<file path="config.mk">
export PLATFORM = sky130hd
export DESIGN_NAME = gbts_front
export DESIGN_NICKNAME = d
export VERILOG_FILES = /design/src/hw/rtl/gbts_pkg.sv /design/src/hw/rtl/gbts_front.sv
export SDC_FILE = /design/constraint.sdc
export NUM_CORES = 1
export LEC_CHECK = 0
export ABC_CLOCK_PERIOD_IN_PS = 2700
export BUFFER_PORTS_ARGS = -buffer_cell sky130_fd_sc_hd__buf_4
export CAP_MARGIN = 20
export CORE_UTILIZATION = 38
export DETAILED_ROUTE_END_ITERATION = 12
export GPL_TIMING_DRIVEN = 0
export PLACE_DENSITY = 0.9
export SLEW_MARGIN = 15
export SYNTH_ARGS = -nofsm -noshare
export SYNTH_HDL_FRONTEND = slang
export SYNTH_SLANG_ARGS = --single-unit
</file>
<file path="constraint.sdc">
create_clock -name vclk -period 2.7
set_input_delay 0.405 -clock vclk [all_inputs]
set_output_delay 0.405 -clock vclk [all_outputs]
set_load 0.05 [all_outputs]
</file>
<file path="src/hw/rtl/gbts_pkg.sv">
// Shared types and codes for the gap buffer text store.
package gbts_pkg;

  localparam int FieldW = 13;
  localparam int ArgW   = 14;

  typedef enum logic [2:0] {
    OP_INSERT     = 3'd0,
    OP_DEL_BEFORE = 3'd1,
    OP_DEL_AFTER  = 3'd2,
    OP_SET_CURSOR = 3'd3,
    OP_MOVE       = 3'd4,
    OP_READ       = 3'd5,
    OP_CLEAR      = 3'd6
  } op_t;

  typedef enum logic [2:0] {
    K_INSERT,
    K_DEL_BEFORE,
    K_DEL_AFTER,
    K_PLACE_ABS,
    K_PLACE_REL,
    K_READ,
    K_CLEAR,
    K_NOP
  } kind_t;

  // One classified command: byte for inserts, one operand for the rest.
  typedef struct packed {
    kind_t           kind;
    logic [7:0]      ch;
    logic [ArgW-1:0] arg;
  } cmd_t;

endpackage

</file>
<file path="src/hw/rtl/gbts_front.sv">
// Front end: take one word, classify the op and pack its operand.
module gbts_front (
  input  logic                          in_valid,
  output logic                          in_stall,
  input  logic [2:0]                    op,
  input  logic [7:0]                    char_value,
  input  logic [gbts_pkg::FieldW-1:0]   count,
  input  logic [gbts_pkg::FieldW-1:0]   position,
  input  logic signed [gbts_pkg::ArgW-1:0] delta,
  output logic                          push_valid,
  input  logic                          push_stall,
  output gbts_pkg::cmd_t                push_cmd
);

  assign in_stall   = push_stall;
  assign push_valid = in_valid;

  always_comb begin
    push_cmd.ch   = char_value;
    push_cmd.arg  = '0;
    push_cmd.kind = gbts_pkg::K_NOP;
    case (op)
      gbts_pkg::OP_INSERT: begin
        push_cmd.kind = gbts_pkg::K_INSERT;
      end
      gbts_pkg::OP_DEL_BEFORE: begin
        push_cmd.kind = gbts_pkg::K_DEL_BEFORE;
        push_cmd.arg  = {1'b0, count};
      end
      gbts_pkg::OP_DEL_AFTER: begin
        push_cmd.kind = gbts_pkg::K_DEL_AFTER;
        push_cmd.arg  = {1'b0, count};
      end
      gbts_pkg::OP_SET_CURSOR: begin
        push_cmd.kind = gbts_pkg::K_PLACE_ABS;
        push_cmd.arg  = {1'b0, position};
      end
      gbts_pkg::OP_MOVE: begin
        push_cmd.kind = gbts_pkg::K_PLACE_REL;
        push_cmd.arg  = delta;
      end
      gbts_pkg::OP_READ: begin
        push_cmd.kind = gbts_pkg::K_READ;
        push_cmd.arg  = {1'b0, position};
      end
      gbts_pkg::OP_CLEAR: begin
        push_cmd.kind = gbts_pkg::K_CLEAR;
      end
      default: begin
        push_cmd.kind = gbts_pkg::K_NOP;
      end
    endcase
  end

endmodule

</file>
==> results.md <==
* # Max-Cap Violations at 0
* Final hold viol count at 0
* F_max at 533.6 MHz
* Die Ht at roughly 45 um
* Worst-Margin Slew at approximately 0.5 ns
* CTS Hold Buffers Added at 0
* Worst Path Max Fanout at 10
* Vias per inst at 5.290
* Pins Over Slew Limit at 0
* I/O pin cnt at 80
* Sequential cell count at 0
* PortBufs at roughly 70
* Largest cells by area after synthesis: mux2i_1 (38%), a211o_1 (17%), buf_4 (14%), a21oi_1 (9.5%), o21ai_1 (8.7%)
* Syn_nets at about 140
* Std-Cell Rows at 15
* Setup_tns at 0 ns
* Pwr Density at between 200 and 300 nW/um^2
* Largest net degree at the start of global routing at 11
* Nets@finish at ~210
* Number of clock-tree buffers in the layout at 0
* Yosys cell types at 12
* P&R area growth vs syn at 78.73%
* Worst EP arrival at around 1.5 ns
* GP Congestion at ~0.69
* Final ANT Viol Nets at 0
* Hold path start: push_stall
* Critical Path Sink Type: primary output
* Critical path required time at 2.30 ns
* WL final at 2.489 mm
* Ratio of final minimum period to clock period at 0.6940
* DRT Pass-1 Iters at 4
* Initial antenna violation count at 0
* Syn Area/Cell at about 7.6 um^2
* Top cells by count, synth: mux2i_1 (26), a211o_1 (13), a21oi_1 (13), buf_4 (13), o21ai_1 (12)
* Grt ovf at 0
* Post-synth top area share at 0.3782
* Cells along the critical path: buf_2, buf_2, a21oi_1, a211o_1, o21ai_1, buf_4
* Tot Pwr at about 310 uW
* Synth Warn # at 0
* Most used cell, CP: buf_2
* First-pass GRT wire length at around 3.6 mm
* Initial Utilization at 0.4029
* Kind of critical path: primary input to primary output
* Buf/Inv on CP at 3
* RSZ-0062 raised after global routing: false
* Worst path depth at 6
* DRC Markers at 0
* Diode count at 0
* Sequential area share after synthesis at 0
* Crit-path max cell delay at 0.27 ns
* Number of cells on the worst hold path at 2
* Die area at slightly below 2000 um^2
* Top cell type by total area after synthesis: mux2i_1
* Synthesized area at ~700 um^2
* Average routed wire per standard cell at approximately 14 um
* Status: finished, final reports clean
* Setup Fix Bufs, Post-CTS at 0
* Slowest CP cell: a211o_1
* FILL cells at ~160
* Element type at the critical path start: primary input
* Post-synthesis cell count at 90
* Cell with the most instances after synthesis: mux2i_1
* # setup viols final at 0
* Hold Crit Class: primary input to primary output
* Max VDD drop at 0.0001807 V
* Worst Hold End: in_stall
* Share of cells above drive strength 1 at 0.5506
* Gr usage total at 0.2333
* Final worst path period need at about 1.9 ns
* HPWL after DPL at just under 2 mm
* Via count at about 970
* Vias in the first global route at 863
* Iter 0 DRT Violations at 15
* Die width at around 45 um
* # resized after CTS at 0
* Max_slew headroom at 0.6746
* Leak at around 0.68 nW
* Cell family contributing the most delay on the critical path: buffers and inverters
* Placeable Area at ~1700 um^2
* Sequential cell area at 0 um^2
* Multi-input logic area at around 530 um^2
## metrics by stage
step | setup slack (ns) | util | hold WS [ns] | instance area, um^2 | cells
after floorplan | 0.2547 | - | 0.9771 | 688.2 | 90
final | 0.8261 | 0.7201 | 1.064 | 1230 | 183
after CTS | 0.8429 | 0.7201 | 1.064 | 1230 | 183
after detailed placement | 0.8477 | 0.7201 | 1.064 | 1230 | 183
after global placement | 0.8458 | 0.7201 | 1.064 | 1230 | 183
after global routing | 0.7362 | 0.7201 | 1.065 | 1230 | 183
## layer usage
| metal | global-route usage | vias to the layer above | part of all wire |
|---|---|---|---|
| met1 | 0.2627 | 450 | 0.37 |
| met4 | 0.01818 | 0 | 0.0084 |
| li1 | - | 467 | - |
| met3 | 0.008163 | 2 | 0.059 |
| met5 | 0 | - | 0 |
| met2 | 0.4882 | 49 | 0.56 |
## power by group
part	switching (mW)	internal [mW]	total, mW
sequential	0	0	0
combinational	0.180	0.130	0.309
clock	0	0	0
total	0.180	0.130	0.309
## area by class of cell
class / count / share of cell area
Multi-Input combinational cell: 67 / 0.4273
Timing Repair Buffer: 68 / 0.4151
Buffer: 23 / 0.1322
Tap cell: 25 / 0.02543
## cell usage in the layout, fill, tap and decap left out
cell type / instances
nand2b_4: 1
buf_12: 1
o21ai_1: 12
o21ai_0: 1
buf_2: 3
mux2i_1: 26
buf_4: 81
a21oi_1: 13
buf_6: 1
a211o_1: 13
clkbuf_1: 5
nor3b_1: 1
## worst max path at each step
stage | startpoint | endpoint | slack [ns]
4_1_cts | op[1] | push_cmd[11] | 0.84
6_report | op[1] | push_cmd[11] | 0.83
5_1_grt | op[1] | push_cmd[9] | 0.74
3_3_place_gp | op[1] | push_cmd[9] | 0.85
3_5_place_dp | op[1] | push_cmd[9] | 0.85
2_1_floorplan | op[1] | push_cmd[13] | 0.25
## cell families after synthesis
| kind of cell | after synthesis | share of synthesized area |
|---|---|---|
| AO/OA/AOI/OAI | 39 | 0.3545 |
| buffers and inverters | 23 | 0.2364 |
| multiplexers | 26 | 0.3782 |
| AND/OR/NAND/NOR | 2 | 0.03091 |
(Power assumes the default switching activity.)
