--- src/hw/rtl/gbts_pkg.sv ---
// Shared types and codes for the gap buffer text store.
package gbts_pkg;

  localparam int FieldW = 13;
  localparam int ArgW   = 14;

  typedef enum logic [2:0] {
    OP_INSERT     = 3'd0,
    OP_DEL_BEFORE = 3'd1,
    OP_DEL_AFTER  = 3'd2,
    OP_SET_CURSOR = 3'd3,
    OP_MOVE       = 3'd4,
    OP_READ       = 3'd5,
    OP_CLEAR      = 3'd6
  } op_t;

  typedef enum logic [2:0] {
    K_INSERT,
    K_DEL_BEFORE,
    K_DEL_AFTER,
    K_PLACE_ABS,
    K_PLACE_REL,
    K_READ,
    K_CLEAR,
    K_NOP
  } kind_t;

  // One classified command: byte for inserts, one operand for the rest.
  typedef struct packed {
    kind_t           kind;
    logic [7:0]      ch;
    logic [ArgW-1:0] arg;
  } cmd_t;

endpackage

--- src/hw/rtl/gbts_queue.sv ---
// Two-entry command queue between the front end and the executor.
module gbts_queue (
  input  logic           clk,
  input  logic           rst,
  input  logic           push_valid,
  output logic           push_stall,
  input  gbts_pkg::cmd_t push_cmd,
  output logic           pop_valid,
  output gbts_pkg::cmd_t pop_cmd,
  input  logic           pop
);

  localparam int Depth = 2;

  gbts_pkg::cmd_t slots [Depth];
  logic           wr_ptr;
  logic           rd_ptr;
  logic [1:0]     fill;
  logic           push;

  assign push_stall = (fill == 2'(Depth));
  assign push       = push_valid && !push_stall;
  assign pop_valid  = (fill != 2'd0);
  assign pop_cmd    = slots[rd_ptr];

  always_ff @(posedge clk) begin
    if (push) begin
      slots[wr_ptr] <= push_cmd;
    end
  end

  always_ff @(posedge clk) begin
    if (rst) begin
      wr_ptr <= 1'b0;
      rd_ptr <= 1'b0;
      fill   <= 2'd0;
    end else begin
      if (push) begin
        wr_ptr <= ~wr_ptr;
      end
      if (pop) begin
        rd_ptr <= ~rd_ptr;
      end
      fill <= fill + 2'(push) - 2'(pop);
    end
  end

endmodule

--- config.mk ---
export PLATFORM = sky130hd
export DESIGN_NAME = gbts_queue
export DESIGN_NICKNAME = d
export VERILOG_FILES = /design/src/hw/rtl/gbts_pkg.sv /design/src/hw/rtl/gbts_queue.sv
export SDC_FILE = /design/constraint.sdc
export NUM_CORES = 1
export LEC_CHECK = 0
export BUFFER_PORTS_ARGS = -buffer_cell sky130_fd_sc_hd__buf_4
export CORE_ASPECT_RATIO = 0.6
export CORE_UTILIZATION = 47
export CTS_CLUSTER_DIAMETER = 40
export DETAILED_ROUTE_END_ITERATION = 16
export HOLD_SLACK_MARGIN = 0.15
export PLACE_DENSITY = 0.75
export SLEW_MARGIN = 20
export SYNTH_ARGS = -nofsm -noshare
export SYNTH_HDL_FRONTEND = slang
export SYNTH_SLANG_ARGS = --single-unit
--- constraint.sdc ---
create_clock -name clk -period 2.5 [get_ports clk]
set_clock_uncertainty 0.1 [all_clocks]
set_input_delay 0.125 -clock clk [delete_from_list [all_inputs] [get_ports clk]]
set_output_delay 0.125 -clock clk [all_outputs]
set_load 0.01 [all_outputs]
==> metrics <==
result of the run=completed; Post-CTS Resized=0; count of inserted antenna diode cells=0; overall die area=4610 um^2; commonest cells after routing, fill and taps aside=buf_4 (56), edfxtp_1 (50), dlygate4sd3_1 (28), mux2_2 (25); count of cell types in the netlist=19; critical path class=flip-flop to flip-flop; final hold vios=0; remaining antenna violation count after routing=0; CP Data Required Time=2.41 ns; initial core utilization=49.4%; all-layer global routing usage=between 15 and 20%; largest family of logic cells by synthesized area=multiplexers; slack of the worst reg-to-reg path=0.60 ns; Sum Neg Setup Slack=0 ns; post-route cell area=2890 um^2; setup ws final=0.600 ns; RSZ-0062 raised after global routing=no; reg2reg end=slots[0][5]; post-DR vias/cell=between 4 and 5; initial drt markers=35; die width=roughly 87 um; CTS root buffer=clkbuf_8; arithmetic-cell share of the synthesized area counting full adders, half adders and majority gates=1.23%; number of ports placed on the die boundary=56; Worst Hold Slack=0.276 ns; cell at the slowest stage of the critical path=inv_1; Longest Clk Path Bufs=2; post-route DRC violation count=0; Clk pin slew, worst setup/hold paths=0.09 ns; first-pass GRT wire length=5800 um; worst reg2reg path startpoint=fill[0]; Mapped Area=2040 um^2; dpl hpwl=2470 um; maximum ir drop on the vdd rail=0.438 mV; maximum level of the CTS H-tree=2; area of the core=4120 um^2; # Max-Cap Violations=0; number of standard cells after synthesis=103; final number of max-transition violations=0; CTS tree=done; Final Routed Wirelength=3850 um; CP endpoint kind=flip-flop; count of endpoints failing setup in the final report=0; routability congestion estimate from global placement=0.717; Post-Synthesis Mean Instance Area=between 15 and 20 um^2; worst hold path stage count=5; cts bufs inserted=5; Achievable Freq=between 0.5 and 0.6 GHz; cell-by-cell listing of the critical path=nand2b_2 -> inv_2 -> or3_1 -> inv_1 -> buf_12; worst r2r path cells=5; Max FO, Critical Path=14; simple-gate share of the synthesized area=2.46%; Worst Setup Start Kind=flip-flop; mux cell area share after synthesis=13.8%; total number of yosys warnings=0; transition time at the pin with the least slew margin=0.593 ns; compound-cell area share of the yosys netlist=less than 1%; fraction of synthesized cell area in xor and xnor cells=1.29%; Period minus WS final=1.90 ns; leading cell type in the layout, fill and taps excluded=buf_4; Min-Delay Startpoint=push_valid; worst setup timing slack at the placement stage=between 0.6 and 0.7 ns; total leakage power=1.13 nW; number of register bits inferred by synthesis=55; number of optimization iterations in the first detailed-route pass=4; floorplan die height=roughly 53 um; post-synthesis sequential area ratio=78.6%; total number of vias=1147; Final Cycle Share=76.0%; Max transition margin=60.4%; number of nets in the synthesized netlist=134; Sink Count=55; proportion of layout cells with a drive suffix above 1=48.7%; placed cell area=2520 um^2; final net count=223; count of standard-cell rows=18; pin count of the biggest net entering global routing=26; worst hold endpoint=fill[1]; routed len/inst=15.2 um; clock latency on the worst-skew pair=0.30 ns; CP max stage delay=0.39 ns; classification of the worst-slack hold path=input pin to flip-flop; total of buffers placed on input and output ports=55; initial antenna violation count=0; total congestion overflow after global routing=0; worst endpoint data arrival time=1.81 ns; vias in the first global route=1233; Area Growth Syn to Fin=41.8%; Cell Pwr Density=754 nW/um^2
==> power by group <==
| group | internal [mW] | switching [mW] | total [mW] |
|---|---|---|---|
| combinational | 0.286 | 0.243 | 0.529 |
| clock | 0.192 | 0.268 | 0.460 |
| sequential | 1.15 | 0.0407 | 1.19 |
==> cell usage after synthesis <==
| cell type | instances | share of area (%) |
|---|---|---|
| edfxtp_1 | 50 | 74 |
| mux2_2 | 25 | 14 |
| dfxtp_1 | 5 | 4.9 |
| inv_1 | 3 | 0.55 |
| nor2_1 | 3 | 0.55 |
| buf_6 | 2 | 1.1 |
| ha_1 | 2 | 1.2 |
| xnor2_1 | 2 | 0.86 |
| a21oi_1 | 1 | 0.25 |
| and3_2 | 1 | 0.37 |
| buf_2 | 1 | 0.25 |
| inv_2 | 1 | 0.18 |
| nand2_1 | 1 | 0.18 |
| nand2b_2 | 1 | 0.43 |
| nor2b_1 | 1 | 0.31 |
| o21ai_0 | 1 | 0.25 |
| or2_2 | 1 | 0.31 |
| or3_1 | 1 | 0.31 |
| xor2_1 | 1 | 0.43 |
==> flip-flops by register name, indices dropped and copies added (netlist names), named ones only <==
name	flops
rd_ptr	1
slots	50
wr_ptr	1
fill	2
==> final cells by class <==
cell class | instances | area, um^2
clock inverters | 3 | 15.0
well taps | 60 | 75.1
repair buffers | 85 | 721
inverters | 4 | 15.0
clock buffers | 5 | 68.8
fillers | 303 | 1230
multi-input cells | 41 | 393
flip-flops and latches | 55 | 1600
==> how the worst max path moves through the flow <==
stage	start	to	slack (ns)	depth (start not counted)
detailed placement	fill[0]	slots[0][7]	0.61	5
finish	fill[0]	slots[0][5]	0.60	5
floorplan	fill[0]	slots[0][0]	0.69	4
global placement	fill[0]	slots[0][13]	0.70	5
CTS	flip-flop	pop_cmd[4]	0.58	3
global route	fill[0]	slots[0][6]	0.51	5
==> routing by layer <==
layer,global-route usage [%],share of wire [%]
met1,20.8,44
met2,32.2,51
met3,5.30,4.8
met4,6.67,0.88
met5,0,0
==> worst max-delay path: cells and delay by family, from the launching register on <==
family                 cells  cell delay, ns
flip-flops                 1            0.37
buffers and inverters      3            0.66
AND/OR/NAND/NOR            2            0.48
==> metrics by stage <==
stage               instances  total power [mW]  util [%]
finish                    253              2.18      70.1
global route              253              2.27      70.1
CTS                       253              2.20      70.1
detailed placement        217              1.70      61.3
global placement          217              1.67      61.3
floorplan                 103              1.46         -
==> what timing repair did <==
item | CTS | global route
hold buffers | 28 | 0
buffers inserted | 0 | 0
hold endpoints to repair | 55 | 0
==> kinds of logic (layout without fill, tap and decap cells) <==
logic type | Yosys count | after routing
and+or+nand+nor | 9 | 9
buffers and inverters | 7 | 97
muxes | 25 | 25
adders and majority gates | 2 | 2
AOI/OAI and AO/OA | 2 | 2
xor gates and xnor gates | 3 | 3
DFF | 55 | 55
(Power assumes the default switching activity.)
